## config.mk

```make
export PLATFORM = sky130hd
export DESIGN_NAME = iso9660_path_table_parser_core_flat
export DESIGN_NICKNAME = d
export VERILOG_FILES = /design/src/ipt_pkg.sv /design/src/ipt_req_if.sv /design/src/ipt_rsp_if.sv /design/src/ipt_front.sv /design/src/ipt_queue.sv /design/src/ipt_back.sv /design/src/iso9660_path_table_parser_core.sv /design/src/flat_wrapper.sv
export SDC_FILE = /design/constraint.sdc
export NUM_CORES = 1
export LEC_CHECK = 0
export BUFFER_PORTS_ARGS = -buffer_cell sky130_fd_sc_hd__buf_2
export CAP_MARGIN = 20
export CORE_ASPECT_RATIO = 1.2
export CORE_UTILIZATION = 55
export DETAILED_ROUTE_END_ITERATION = 6
export PLACE_DENSITY = 0.81
export SLEW_MARGIN = 20
export SYNTH_ARGS = -nofsm -noshare
export SYNTH_HDL_FRONTEND = slang
export SYNTH_SLANG_ARGS = --single-unit
```

## constraint.sdc

```tcl
create_clock -name clock -period 22 [get_ports clock]
set_input_delay 4.4 -clock clock [delete_from_list [all_inputs] [get_ports clock]]
set_output_delay 4.4 -clock clock [all_outputs]
set_load 0.01 [all_outputs]
```

## src/ipt_pkg.sv

```systemverilog
// ----------------------------------------------------------------------------
// ipt_pkg
// Shared types and constants for the path-table parser.
// ----------------------------------------------------------------------------
package ipt_pkg;

   localparam int unsigned MaxDirsDefault    = 128;
   localparam int unsigned QueueDepthDefault = 4;

   localparam logic [1:0] KIND_NAME  = 2'd0;
   localparam logic [1:0] KIND_ENTRY = 2'd1;
   localparam logic [1:0] KIND_END   = 2'd2;

   // record layout offsets
   localparam logic [8:0] OFF_LENGTH = 9'd0;
   localparam logic [8:0] OFF_LBA_LO = 9'd2;
   localparam logic [8:0] OFF_LBA_HI = 9'd5;
   localparam logic [8:0] OFF_PARENT = 9'd6;
   localparam logic [8:0] OFF_NAME   = 9'd8;

   // one classified byte: up to three results, emitted name, entry, end
   typedef struct packed {
      logic        has_name;
      logic        has_entry;
      logic        has_end;
      logic [7:0]  name_char;
      logic [31:0] extent_lba;
      logic [7:0]  parent_dir;
      logic [7:0]  dir_number;
      logic [7:0]  name_length;
      logic [7:0]  entry_count;
      logic        cut_short;
   } op_type;

   typedef struct packed {
      logic   push;
      op_type op;
   } push_type;

endpackage

```

## src/ipt_req_if.sv

```systemverilog
// ----------------------------------------------------------------------------
// ipt_req_if
// Sector byte channel: one word per byte.
// ----------------------------------------------------------------------------
interface ipt_req_if;
   logic       valid;
   logic       ready;
   logic [7:0] data_byte;
   logic       sector_end;

   modport source (output valid, output data_byte, output sector_end, input ready);
   modport sink   (input valid, input data_byte, input sector_end, output ready);
endinterface

```

## src/ipt_rsp_if.sv

```systemverilog
// ----------------------------------------------------------------------------
// ipt_rsp_if
// Result channel: name bytes, completed entries and the end-of-table word.
// ----------------------------------------------------------------------------
interface ipt_rsp_if;
   logic        valid;
   logic        ready;
   logic [1:0]  kind;
   logic [7:0]  name_char;
   logic [31:0] extent_lba;
   logic [7:0]  parent_dir;
   logic [7:0]  dir_number;
   logic [7:0]  name_length;
   logic [7:0]  entry_count;
   logic        cut_short;
   logic        last;

   modport source (output valid, output kind, output name_char, output extent_lba,
                   output parent_dir, output dir_number, output name_length,
                   output entry_count, output cut_short, output last, input ready);
   modport sink   (input valid, input kind, input name_char, input extent_lba,
                   input parent_dir, input dir_number, input name_length,
                   input entry_count, input cut_short, input last, output ready);
endinterface

```

## src/ipt_front.sv

```systemverilog
// ----------------------------------------------------------------------------
// ipt_front
// Record parser: tracks the position in the record and classifies each byte.
// ----------------------------------------------------------------------------
module ipt_front #(
   parameter int unsigned MAX_DIRS = ipt_pkg::MaxDirsDefault
) (
   input  logic              clock,
   input  logic              reset,
   input  logic              in_valid,
   input  logic [7:0]        in_byte,
   input  logic              in_sector_end,
   input  logic              queue_full,
   output logic              in_ready,
   output ipt_pkg::push_type push_out
);

   logic [8:0]  offset_ff,  offset_in;
   logic [7:0]  length_ff,  length_in;
   logic [31:0] lba_ff,     lba_in;
   logic [7:0]  parent_ff,  parent_in;
   logic [7:0]  entries_ff, entries_in;
   logic        ended_ff,   ended_in;

   logic        accept;
   logic [8:0]  total;
   logic [8:0]  offset_inc;
   logic        entry_done;
   logic        max_end;
   logic [8:0]  entries_wide;
   ipt_pkg::op_type op;

   assign in_ready = !queue_full;
   assign accept   = in_valid && in_ready;

   always_comb begin
      offset_in  = offset_ff;
      length_in  = length_ff;
      lba_in     = lba_ff;
      parent_in  = parent_ff;
      entries_in = entries_ff;
      ended_in   = ended_ff;
      op         = '0;
      total      = '0;
      offset_inc = '0;
      entry_done = 1'b0;
      max_end    = 1'b0;
      entries_wide = '0;

      if (!ended_ff) begin
         if (offset_ff == ipt_pkg::OFF_LENGTH && in_byte == 8'd0) begin
            // zero length byte terminates the table
            op.has_end     = 1'b1;
            op.entry_count = entries_ff;
            ended_in       = 1'b1;
         end else begin
            if (offset_ff == ipt_pkg::OFF_LENGTH) begin
               length_in = in_byte;
               lba_in    = '0;
               parent_in = '0;
            end else if (offset_ff >= ipt_pkg::OFF_LBA_LO &&
                         offset_ff <= ipt_pkg::OFF_LBA_HI) begin
               unique case (offset_ff[1:0])
                  2'd2:    lba_in = lba_ff | {24'd0, in_byte};
                  2'd3:    lba_in = lba_ff | {16'd0, in_byte, 8'd0};
                  2'd0:    lba_in = lba_ff | {8'd0, in_byte, 16'd0};
                  default: lba_in = lba_ff | {in_byte, 24'd0};
               endcase
            end else if (offset_ff == ipt_pkg::OFF_PARENT) begin
               parent_in = in_byte;
            end else if (offset_ff >= ipt_pkg::OFF_NAME &&
                         offset_ff < ipt_pkg::OFF_NAME + {1'b0, length_ff}) begin
               op.has_name  = 1'b1;
               op.name_char = in_byte;
            end

            total      = ipt_pkg::OFF_NAME + {1'b0, length_in} + {8'd0, length_in[0]};
            offset_inc = offset_ff + 9'd1;
            entry_done = offset_inc >= total;
            offset_in  = entry_done ? 9'd0 : offset_inc;

            if (entry_done) begin
               op.has_entry   = 1'b1;
               op.extent_lba  = lba_in;
               op.parent_dir  = parent_in;
               op.dir_number  = entries_ff + 8'd1;
               op.name_length = length_in;
               entries_in     = entries_ff + 8'd1;
               entries_wide   = {1'b0, entries_in};
               max_end        = entries_wide >= 9'(MAX_DIRS);
            end

            if (max_end || in_sector_end) begin
               op.has_end     = 1'b1;
               op.entry_count = entries_in;
               op.cut_short   = !max_end && (offset_in != 9'd0);
               ended_in       = 1'b1;
            end
         end
      end
   end

   assign push_out.push = accept && (op.has_name || op.has_entry || op.has_end);
   assign push_out.op   = op;

   always_ff @(posedge clock) begin
      if (reset) begin
         offset_ff  <= '0;
         length_ff  <= '0;
         lba_ff     <= '0;
         parent_ff  <= '0;
         entries_ff <= '0;
         ended_ff   <= 1'b0;
      end else if (accept) begin
         offset_ff  <= offset_in;
         length_ff  <= length_in;
         lba_ff     <= lba_in;
         parent_ff  <= parent_in;
         entries_ff <= entries_in;
         ended_ff   <= ended_in;
      end
   end

endmodule

```

## src/ipt_queue.sv

```systemverilog
// ----------------------------------------------------------------------------
// ipt_queue
// Small FIFO of classified bytes between parser and result sequencer.
// ----------------------------------------------------------------------------
module ipt_queue #(
   parameter int unsigned DEPTH = ipt_pkg::QueueDepthDefault
) (
   input  logic              clock,
   input  logic              reset,
   input  ipt_pkg::push_type push_in,
   input  logic              pop,
   output logic              full,
   output logic              empty,
   output ipt_pkg::op_type   head
);

   localparam int unsigned PtrWidth = $clog2(DEPTH);
   localparam int unsigned CntWidth = $clog2(DEPTH + 1);

   ipt_pkg::op_type     slot_ff [DEPTH];
   logic [PtrWidth-1:0] wr_ptr_ff, wr_ptr_in;
   logic [PtrWidth-1:0] rd_ptr_ff, rd_ptr_in;
   logic [CntWidth-1:0] count_ff,  count_in;
   logic                do_push, do_pop;

   assign full    = count_ff == CntWidth'(DEPTH);
   assign empty   = count_ff == '0;
   assign head    = slot_ff[rd_ptr_ff];
   assign do_push = push_in.push && !full;
   assign do_pop  = pop && !empty;

   always_comb begin
      wr_ptr_in = wr_ptr_ff;
      rd_ptr_in = rd_ptr_ff;
      count_in  = count_ff;
      if (do_push) begin
         wr_ptr_in = (wr_ptr_ff == PtrWidth'(DEPTH - 1)) ? '0 : wr_ptr_ff + 1'b1;
      end
      if (do_pop) begin
         rd_ptr_in = (rd_ptr_ff == PtrWidth'(DEPTH - 1)) ? '0 : rd_ptr_ff + 1'b1;
      end
      if (do_push && !do_pop) begin
         count_in = count_ff + 1'b1;
      end else if (do_pop && !do_push) begin
         count_in = count_ff - 1'b1;
      end
   end

   always_ff @(posedge clock) begin
      if (reset) begin
         wr_ptr_ff <= '0;
         rd_ptr_ff <= '0;
         count_ff  <= '0;
      end else begin
         wr_ptr_ff <= wr_ptr_in;
         rd_ptr_ff <= rd_ptr_in;
         count_ff  <= count_in;
      end
   end

   always_ff @(posedge clock) begin
      if (do_push) begin
         slot_ff[wr_ptr_ff] <= push_in.op;
      end
   end

endmodule

```

## src/ipt_back.sv

```systemverilog
// ----------------------------------------------------------------------------
// ipt_back
// Result sequencer: expands each queued byte into words, one per ready cycle.
// ----------------------------------------------------------------------------
module ipt_back (
   input  logic            clock,
   input  logic            reset,
   input  logic            head_valid,
   input  ipt_pkg::op_type head,
   output logic            pop,
   ipt_rsp_if.source       rsp_chan
);

   logic [2:0]  done_ff, done_in;
   logic [2:0]  pending;
   logic [2:0]  sel;
   logic        load;
   logic        is_last;

   logic        valid_ff;
   logic [1:0]  kind_ff,  kind_in;
   logic [7:0]  char_ff,  char_in;
   logic [31:0] lba_ff,   lba_in;
   logic [7:0]  parent_ff, parent_in;
   logic [7:0]  number_ff, number_in;
   logic [7:0]  length_ff, length_in;
   logic [7:0]  count_ff,  count_in;
   logic        cut_ff,    cut_in;
   logic        last_ff;

   // bit 0 name, bit 1 entry, bit 2 end
   assign pending = {head.has_end, head.has_entry, head.has_name} & ~done_ff;

   always_comb begin
      priority if (pending[0]) begin
         sel = 3'b001;
      end else if (pending[1]) begin
         sel = 3'b010;
      end else begin
         sel = 3'b100;
      end
   end

   assign is_last = (pending & ~sel) == 3'b000;
   assign load    = head_valid && (!valid_ff || rsp_chan.ready);
   assign pop     = load && is_last;
   assign done_in = is_last ? 3'b000 : (done_ff | sel);

   always_comb begin
      kind_in   = ipt_pkg::KIND_END;
      char_in   = '0;
      lba_in    = '0;
      parent_in = '0;
      number_in = '0;
      length_in = '0;
      count_in  = '0;
      cut_in    = 1'b0;
      unique case (sel)
         3'b001: begin
            kind_in = ipt_pkg::KIND_NAME;
            char_in = head.name_char;
         end
         3'b010: begin
            kind_in   = ipt_pkg::KIND_ENTRY;
            lba_in    = head.extent_lba;
            parent_in = head.parent_dir;
            number_in = head.dir_number;
            length_in = head.name_length;
         end
         default: begin
            count_in = head.entry_count;
            cut_in   = head.cut_short;
         end
      endcase
   end

   always_ff @(posedge clock) begin
      if (reset) begin
         valid_ff <= 1'b0;
         done_ff  <= '0;
      end else if (load) begin
         valid_ff <= 1'b1;
         done_ff  <= done_in;
      end else if (rsp_chan.ready) begin
         valid_ff <= 1'b0;
      end
   end

   always_ff @(posedge clock) begin
      if (load) begin
         kind_ff   <= kind_in;
         char_ff   <= char_in;
         lba_ff    <= lba_in;
         parent_ff <= parent_in;
         number_ff <= number_in;
         length_ff <= length_in;
         count_ff  <= count_in;
         cut_ff    <= cut_in;
         last_ff   <= is_last;
      end
   end

   assign rsp_chan.valid       = valid_ff;
   assign rsp_chan.kind        = kind_ff;
   assign rsp_chan.name_char   = char_ff;
   assign rsp_chan.extent_lba  = lba_ff;
   assign rsp_chan.parent_dir  = parent_ff;
   assign rsp_chan.dir_number  = number_ff;
   assign rsp_chan.name_length = length_ff;
   assign rsp_chan.entry_count = count_ff;
   assign rsp_chan.cut_short   = cut_ff;
   assign rsp_chan.last        = last_ff;

endmodule

```

## src/iso9660_path_table_parser_core.sv

```systemverilog
// ----------------------------------------------------------------------------
// iso9660_path_table_parser_core
// Streaming parser for one type-L path-table sector.
// ----------------------------------------------------------------------------
// Usage:
//   req_chan takes one sector byte per word, with sector_end on the last byte.
//   rsp_chan gives a name byte word per name byte, an entry word when a record
//   completes, and one end word (entry count, cut-short flag) when the table
//   ends on a zero length byte, at MAX_DIRS records or at sector end. last
//   marks the final word caused by a given byte. Bytes after the end word are
//   taken and dropped until reset.
// Timing:
//   A byte is accepted every cycle while the queue has room. Its first word
//   goes through the queue and the output register to rsp_chan. A byte making
//   k words (k up to 3) holds the result sequencer for them, so sustained rate
//   is one byte per cycle with a ready receiver; the queue absorbs record ends.
// Reset (synchronous) clears parser state, the queue and the output register.
// A stalled receiver holds the output word; the queue fills, then req ready
// drops until words drain.
// ----------------------------------------------------------------------------
module iso9660_path_table_parser_core #(
   parameter int unsigned MAX_DIRS    = ipt_pkg::MaxDirsDefault,
   parameter int unsigned QUEUE_DEPTH = ipt_pkg::QueueDepthDefault
) (
   input logic       clock,
   input logic       reset,
   ipt_req_if.sink   req_chan,
   ipt_rsp_if.source rsp_chan
);

   ipt_pkg::push_type push;
   ipt_pkg::op_type   head;
   logic              queue_full;
   logic              queue_empty;
   logic              pop;

   ipt_front #(
      .MAX_DIRS (MAX_DIRS)
   ) u_front (
      .clock         (clock),
      .reset         (reset),
      .in_valid      (req_chan.valid),
      .in_byte       (req_chan.data_byte),
      .in_sector_end (req_chan.sector_end),
      .queue_full    (queue_full),
      .in_ready      (req_chan.ready),
      .push_out      (push)
   );

   ipt_queue #(
      .DEPTH (QUEUE_DEPTH)
   ) u_queue (
      .clock   (clock),
      .reset   (reset),
      .push_in (push),
      .pop     (pop),
      .full    (queue_full),
      .empty   (queue_empty),
      .head    (head)
   );

   ipt_back u_back (
      .clock      (clock),
      .reset      (reset),
      .head_valid (!queue_empty),
      .head       (head),
      .pop        (pop),
      .rsp_chan   (rsp_chan)
   );

endmodule
```

## src/flat_wrapper.sv

```systemverilog
// flat-port wrapper written by rule: the top's interface ports become plain ports
module iso9660_path_table_parser_core_flat 
#(
   parameter int unsigned MAX_DIRS    = ipt_pkg::MaxDirsDefault,
   parameter int unsigned QUEUE_DEPTH = ipt_pkg::QueueDepthDefault
)
  (clock, reset, req_chan_valid, req_chan_data_byte, req_chan_sector_end, req_chan_ready, rsp_chan_valid, rsp_chan_kind, rsp_chan_name_char, rsp_chan_extent_lba, rsp_chan_parent_dir, rsp_chan_dir_number, rsp_chan_name_length, rsp_chan_entry_count, rsp_chan_cut_short, rsp_chan_last, rsp_chan_ready);
  ipt_req_if req_chan_i ();
  ipt_rsp_if rsp_chan_i ();
  input logic clock;
  input logic reset;
  input wire logic [$bits(req_chan_i.valid)-1:0] req_chan_valid;
  input wire logic [$bits(req_chan_i.data_byte)-1:0] req_chan_data_byte;
  input wire logic [$bits(req_chan_i.sector_end)-1:0] req_chan_sector_end;
  output wire logic [$bits(req_chan_i.ready)-1:0] req_chan_ready;
  output wire logic [$bits(rsp_chan_i.valid)-1:0] rsp_chan_valid;
  output wire logic [$bits(rsp_chan_i.kind)-1:0] rsp_chan_kind;
  output wire logic [$bits(rsp_chan_i.name_char)-1:0] rsp_chan_name_char;
  output wire logic [$bits(rsp_chan_i.extent_lba)-1:0] rsp_chan_extent_lba;
  output wire logic [$bits(rsp_chan_i.parent_dir)-1:0] rsp_chan_parent_dir;
  output wire logic [$bits(rsp_chan_i.dir_number)-1:0] rsp_chan_dir_number;
  output wire logic [$bits(rsp_chan_i.name_length)-1:0] rsp_chan_name_length;
  output wire logic [$bits(rsp_chan_i.entry_count)-1:0] rsp_chan_entry_count;
  output wire logic [$bits(rsp_chan_i.cut_short)-1:0] rsp_chan_cut_short;
  output wire logic [$bits(rsp_chan_i.last)-1:0] rsp_chan_last;
  input wire logic [$bits(rsp_chan_i.ready)-1:0] rsp_chan_ready;
  assign req_chan_i.valid = req_chan_valid;
  assign req_chan_i.data_byte = req_chan_data_byte;
  assign req_chan_i.sector_end = req_chan_sector_end;
  assign req_chan_ready = req_chan_i.ready;
  assign rsp_chan_valid = rsp_chan_i.valid;
  assign rsp_chan_kind = rsp_chan_i.kind;
  assign rsp_chan_name_char = rsp_chan_i.name_char;
  assign rsp_chan_extent_lba = rsp_chan_i.extent_lba;
  assign rsp_chan_parent_dir = rsp_chan_i.parent_dir;
  assign rsp_chan_dir_number = rsp_chan_i.dir_number;
  assign rsp_chan_name_length = rsp_chan_i.name_length;
  assign rsp_chan_entry_count = rsp_chan_i.entry_count;
  assign rsp_chan_cut_short = rsp_chan_i.cut_short;
  assign rsp_chan_last = rsp_chan_i.last;
  assign rsp_chan_i.ready = rsp_chan_ready;
  iso9660_path_table_parser_core #(.MAX_DIRS(MAX_DIRS), .QUEUE_DEPTH(QUEUE_DEPTH)) u_core (.clock(clock), .reset(reset), .req_chan(req_chan_i), .rsp_chan(rsp_chan_i));
endmodule
```

Yosys cells after proc, flatten, opt, wreduce, memory -nomap -nowiden
Memory sizes are Yosys's and may differ from the RTL's. A register that Yosys moved wholly into a read port is not among the register bits.
Index checks and enable logic that the tools add are counted.
{ "classes": {"add_sub_neg": 9, "order_cmp": 6, "n_eq_ne": 8, "mux": 47, "n_bitwise": 11, "reduce_logical": 32} }
{ "ops": {"columns": ["cell", "count"], "rows": [
  ["8-bit 2-to-1 mux", 12],
  ["32-bit case mux with 3 select lines", 1],
  ["76-bit 2-to-1 mux", 1],
  ["32-bit 2-to-1 mux", 2],
  ["64-bit 2-to-1 mux", 1],
  ["56-bit 2-to-1 mux", 1],
  ["32-bit by 16-bit OR with 32-bit output", 1],
  ["32-bit by 24-bit OR with 32-bit output", 1],
  ["32-bit OR", 1],
  ["32-bit by 8-bit OR with 32-bit output", 1],
  ["4-bit by 8-bit adder with 9-bit output (first input constant)", 2],
  ["9-bit 2-to-1 mux", 2],
  ["1-bit 2-to-1 mux", 16],
  ["3-bit 2-to-1 mux", 5],
  ["1-bit logical AND", 12],
  ["2-bit 2-to-1 mux", 5],
  ["9-bit by 1-bit adder with 9-bit output", 1],
  ["9-bit by 1-bit adder with 9-bit output (second input constant)", 1],
  ["9-bit by 3-bit == test with 1-bit output (second input constant)", 1],
  ["9-bit by 2-bit >= comparator with 1-bit output (second input constant)", 1],
  ["9-bit by 4-bit >= comparator with 1-bit output (second input constant)", 1],
  ["9-bit >= comparator", 1],
  ["9-bit by 3-bit <= comparator with 1-bit output (second input constant)", 1],
  ["9-bit zero test", 1],
  ["24 further kinds", 41]
]} }
{ "word_totals": {"ff_bits": 153, "ramBits": 304, "inputBits": 13, "out_inout_bits": 78, "elab_cells": 134, "mem_count": 1} }
{ "memory_table": {"columns": ["name", "words", "width", "read_ports", "rd_clocked_by_memory_dff", "wr", "line", "source"], "rows": [
  ["u_core.u_queue.slot_ff", 4, 76, 1, 1, 1, "ipt_queue.sv:20", "ipt_pkg::op_type slot_ff [DEPTH];"]
]} }

Longest topological paths before layout
{ "depth": {"ltp_word": 23, "mapped_depth": 20, "mapped_depth_nobuf": 19} }

Cells and area by module
A second synthesis with hierarchy kept.
{ "hier_totals": {"hier_cells": 1263, "hier_area_um2": 19533.7} }
{ "by_module_without_submodules": {"columns": ["mod", "n_inst", "cells_per_inst", "area_per_inst_um2", "seq_area_each_um2"], "rows": [
  ["ipt_queue", 1, 447, 11481.0, 9308.9],
  ["ipt_front", 1, 623, 4943.5, 1321.3],
  ["ipt_back", 1, 192, 3105.5, 2362.3],
  ["iso9660_path_table_parser_core", 1, 1, 3.8, 0.0]
]} }

Worst setup path before layout
OpenSTA, ideal clock, no wires.
{ "synth_path": {"path_kind": "input-to-reg", "start": "input rsp_chan_ready", "end": "register u_core.u_queue.count_ff[2]", "setup_ns": 0.070, "t_arrival_ns": 10.151, "required_time_ns": 21.930, "path_slack_ns": 11.778, "cell_stages": 9, "path_buffers": 0, "cell_sequence": "inv_1 a21oi_1 nand2_1 ha_1 inv_1 fa_1 xor2_1 or3_1 a21oi_1"} }
{ "synth_between": {"elab_chain_len": 7, "elab_cells_between_ends": 9, "cone_classes": "mux: 1; reduce/logical: 8"} }
{ "synth_lines": {"columns": ["element", "line", "source"], "rows": [
  ["start: declaration", "flat_wrapper.sv:26", "input wire logic [$bits(rsp_chan_i.ready)-1:0] rsp_chan_ready;"],
  ["1-bit logical OR *", "ipt_back.sv:45", "assign load = head_valid && (!valid_ff || rsp_chan.ready);"],
  ["1-bit logical AND *", "ipt_back.sv:45", null],
  ["net u_core.u_back.load", "ipt_back.sv:17", "logic load;"],
  ["1-bit logical AND *", "ipt_back.sv:46", "assign pop = load && is_last;"],
  ["1-bit logical AND *", "ipt_queue.sv:30", "assign do_pop = pop && !empty;"],
  ["1-bit zero test", "ipt_queue.sv:42", "if (do_push && !do_pop) begin"],
  ["1-bit logical AND", "ipt_queue.sv:42", null],
  ["3-bit 2-to-1 mux / 2-bit nonzero test (equally long branches)", null, null],
  ["end signal: assignment", "ipt_queue.sv:57", "count_ff <= count_in;"],
  ["end: declaration", "ipt_queue.sv:23", "logic [CntWidth-1:0] count_ff, count_in;"]
]} }
The timed path passes the listed nets; every way through them passes the cells marked *.
A chain may end at the register's enable or synchronous reset.

Final worst setup path
{ "layout_path": {"start": "input req_chan_data_byte[1]", "end": "memory u_core.u_queue.slot_ff[3][52] in the netlist's numbering, enable pin"} }
{ "layout_between": {"elab_chain_len": 18, "elab_cells_between_ends": 23, "cone_classes": "add/sub: 2; order compare: 1; mux: 13; reduce/logical: 7"} }
{ "layout_lines": {"columns": ["element", "line", "source"], "rows": [
  ["start: declaration", "flat_wrapper.sv:13", "input wire logic [$bits(req_chan_i.data_byte)-1:0] req_chan_data_byte;"],
  ["8-bit 2-to-1 mux", "ipt_front.sv:57", "if (offset_ff == ipt_pkg::OFF_LENGTH) begin"],
  ["8-bit 2-to-1 mux", "ipt_front.sv:51", "if (offset_ff == ipt_pkg::OFF_LENGTH && in_byte == 8'd0) begin"],
  ["8-bit 2-to-1 mux", "ipt_front.sv:50", "if (!ended_ff) begin"],
  ["4-bit by 8-bit adder with 9-bit output", "ipt_front.sv:77", "total = ipt_pkg::OFF_NAME + {1'b0, length_in} + {8'd0, length_in[0]};"],
  ["9-bit by 1-bit adder with 9-bit output", "ipt_front.sv:77", null],
  ["9-bit >= comparator", "ipt_front.sv:79", "entry_done = offset_inc >= total;"],
  ["1-bit 2-to-1 mux", "ipt_front.sv:82", "if (entry_done) begin"],
  ["1-bit 2-to-1 mux", "ipt_front.sv:51", null],
  ["(+3 left out)", null, null],
  ["1-bit 2-to-1 mux", "ipt_front.sv:51", null],
  ["76-bit 2-to-1 mux *", "ipt_front.sv:50", null],
  ["1-bit logical OR *", "ipt_front.sv:103", "assign push_out.push = accept && (op.has_name || op.has_entry || op.has_end);"],
  ["1-bit logical AND *", "ipt_front.sv:103", null],
  ["1-bit logical AND *", "ipt_queue.sv:29", "assign do_push = push_in.push && !full;"],
  ["net u_core.u_queue.do_push", "ipt_queue.sv:24", "logic do_push, do_pop;"],
  ["1-bit 2-to-1 mux *", "ipt_queue.sv:62", "if (do_push) begin"],
  ["1-bit 2-to-1 mux (implied by the code) *", "ipt_queue.sv:63", "slot_ff[wr_ptr_ff] <= push_in.op;"],
  ["end: declaration", "ipt_queue.sv:20", null]
]} }
The timed path passes the listed nets; every way through them passes the cells marked *. The select of a mux whose other input is x is not followed.

==> impl_results.md <==
- Detailed Routing Iterations Pass 1: 6
- Layout Skew: about 0.019 ns
- Area grow syn2layout: 11.3%
- Area of the multi-input gates: 0.00534 mm2
- Adder and majority gate portion of the synthesized area: around 2.2%
- # resized after CTS: 0
- Top_reg_cell synth: edfxtp_1
- WL final: 37,900 um
- Core area: roughly 0.033 mm2
- Syn nets: roughly 1,200
- Fillers: roughly 2,300
- Vias/cell: a little under 6
- Final hold vios: 0
- Main combinational cell family by area after synthesis: multiplexers
- Commonest non-fill, non-tap cells in the layout: edfxtp_1 (380), nor2_1 (130), buf_2 (90), a21oi_1 (89), dfxtp_1 (77)
- Post-layout power: around 2.3 mW
- Crit path largest cell delay: around 0.66 ns
- Worst-path clk slew: 0.06 ns
- Min Hold Slack: around 0.48 ns
- DR iter-0 viols: approximately 820
- Root Driver: clkbuf_16
- Yosys cell types: 53
- DIE AREA: approximately 0.035 mm2
- Post-Synth Simple-Gate Area: under 10%
- Clock buffer depth: 3
- Number of flops mapped to enable cells by yosys: 380
- Asr flop ratio synth: 0%
- Synth Area in XOR/XNOR: 1.87%
- Clk sink count: roughly 460
- Gate Count Post-Synth: roughly 1,200
- Synth Cell Area: 0.0187 mm2
- Most common cell after layout, fill and taps aside: edfxtp_1
- RSZ-0062 raised after global routing: no
- Fmax: ~120 MHz
- Setup TNS: 0 ns
- First-pass GRT wire length: between 50,000 and 60,000 um
- CP dominant cell by count: mux2i_1
- CP Launch Type: input pin
- CTS tree: yes
- Worst EP arrival: between 8 and 9 ns
- Diode count: 0
- Die Span Y: 204 um
- Mux contribution to synthesized area: 10.5%
- IO Count: 91
- Setup bufs post-CTS: 0
- CTS Hold Bufs: 0
- H-Tree Depth: 2
- Nets: 1,313
- Worst-Margin Slew: just under 1 ns
- CP Class: input pin to register
- Max VDD drop: ~73 uV
- Avg Cell Area, Syn: roughly 16 um2
- Worst Setup End Kind: register
- Seq/Total Area, Yosys: between 60% and 70%
- Crit path cell chain: buf_2, a31oi_1, mux2i_1, o211ai_1, xnor2_1, mux2i_1, ha_1, and4_1, and3_1, a211oi_4, nand3_1, o21a_1, and2_4, buf_4
- Fin crit share: 37.7%
- Vias in the first global route: 10,412
- Per-cell routed wire length: around 22 um
- Critical Path Fanout Max: 54
- Hold Crit Class: register to register
- Final setup violation count: 0
- Leakage dissipation: slightly below 7 nW
- Critical-path top delay cell: a211oi_4
- DR DRC count: 0
- Power Density: 112 mW/mm2
- Worst slew margin: between 30% and 40%
- GRT Total Usage: 22.7%
- Worst path required time: about 22 ns
- Via count: 10,285
- Num CTS Buffers: 43
- Port Buffers: 90
- Initial antenna violation count: 0
- Remaining global-route overflow: 0
- Antenna Nets Post-Route: 0
- Initial Util: 56.2%
- Final setup margin: approximately 14 ns
- Compound-Gate Fraction of Synth Area: 4.49%
- Maxcap violations: 0
- Status: complete, no violations
- Worst skew pair latency: ~0.55 ns
- Die Wd: between 150 and 200 um
- Syn. warnings: 0
- Fin crit period: just over 8 ns
- Site row count: 73
- Flops & latches, synth: about 460
- Setup slack after placement: about 13 ns
- Final HPWL DP: between 20,000 and 25,000 um
- Pin count of the biggest net entering global routing: 60
- Slew Viols, Final: 0
- Layout cells sized above 1: between 20% and 30%
- Register area: between 0.01 and 0.015 mm2
- Placer Congestion: 0.880
where the power goes:
group	switching [mW]	internal (mW)	total (mW)
logic	0.289	0.199	0.488
registers	0.0527	1.08	1.13
clock network	0.309	0.400	0.709
total	0.651	1.68	2.33
cell type report:
class	count	area share, %
tap	450	2.70
timing repair buffer	100	2.52
clock inverter	17	0.630
sequential	459	62.4
inverter	19	0.342
multi-input combinational	646	25.6
clock buffer	61	5.84
metrics by stage:
stage          util [%]  instances  area [um2]
2_1_floorplan         -       1201       18700
3_3_place_gp       58.5       1674       19500
3_5_place_dp       58.5       1674       19500
4_1_cts            62.5       1752       20900
5_1_grt            62.5       1752       20900
6_report           62.5       1752       20900
layer usage:
metal | wire (um) | GRT usage, % | vias to the layer above
li1 | - | - | 4644
met1 | 15300 | 30.0 | 5193
met2 | 19200 | 38.2 | 375
met3 | 2160 | 3.54 | 73
met4 | 1220 | 8.11 | 0
met5 | 0 | 0 | -
synthesized netlist by cell type, types with 22 or more instances:
cell	n	area, um2
mux4_2	76	1710
edfxtp_1	380	11400
nand2_1	32	120
nor2_1	130	488
mux2i_1	25	250
xnor2_1	26	228
clkbuf_1	49	184
nand3_1	22	110
dfxtp_1	79	1580
a21oi_1	90	450
nor2b_1	64	400
ha_1	30	375
kinds of logic after synthesis:
| kind of cell | count (synthesis) |
|---|---|
| buffers and inverters | 96 |
| xor gates and xnor gates | 40 |
| muxes | 102 |
| DFF | 459 |
| and+or+nand+nor | 335 |
| adders and majority gates | 32 |
| AOI/OAI and AO/OA | 137 |
worst paths after layout:
path                               start                             to  slack [ns]  cells after the start
max                req_chan_data_byte[1]  u_core.u_queue.slot_ff[3][52]       13.71                     14
min             u_core.u_front.lba_ff[6]       u_core.u_front.lba_ff[6]        0.48                      2
max reg2reg  u_core.u_front.offset_ff[0]  u_core.u_queue.slot_ff[3][52]       16.44                     15
min reg2reg     u_core.u_front.lba_ff[6]       u_core.u_front.lba_ff[6]        0.48                      2
registers in the layout, indices dropped and copies added, names as in the netlist, 2 cells and up, named ones only:
name                                cells
u_core.u_back.rsp_chan.extent_lba      32
u_core.u_back.done_ff                   3
u_core.u_back.rsp_chan.dir_number       8
u_core.u_back.rsp_chan.name_length      8
u_core.u_queue.rd_ptr_ff                2
u_core.u_front.entries_ff               8
u_core.u_back.rsp_chan.entry_count      8
u_core.u_back.rsp_chan.kind             2
u_core.u_queue.count_ff                 3
u_core.u_front.parent_ff                8
u_core.u_queue.slot_ff                304
u_core.u_front.offset_ff                9
u_core.u_front.lba_ff                  32
u_core.u_front.length_ff                8
u_core.u_queue.wr_ptr_ff                2
u_core.u_back.rsp_chan.name_char        8
u_core.u_back.rsp_chan.parent_dir       8
worst max-delay path: cells and delay by family:
kind / cells / cell delay, ns
compound gates: 4 / 1.31
mux: 2 / 0.57
simple gates: 4 / 0.90
xor+xnor: 1 / 0.17
fa+ha+maj: 1 / 0.28
buf+inv: 2 / 0.73
Note: power is estimated with default switching activity, not from simulation.
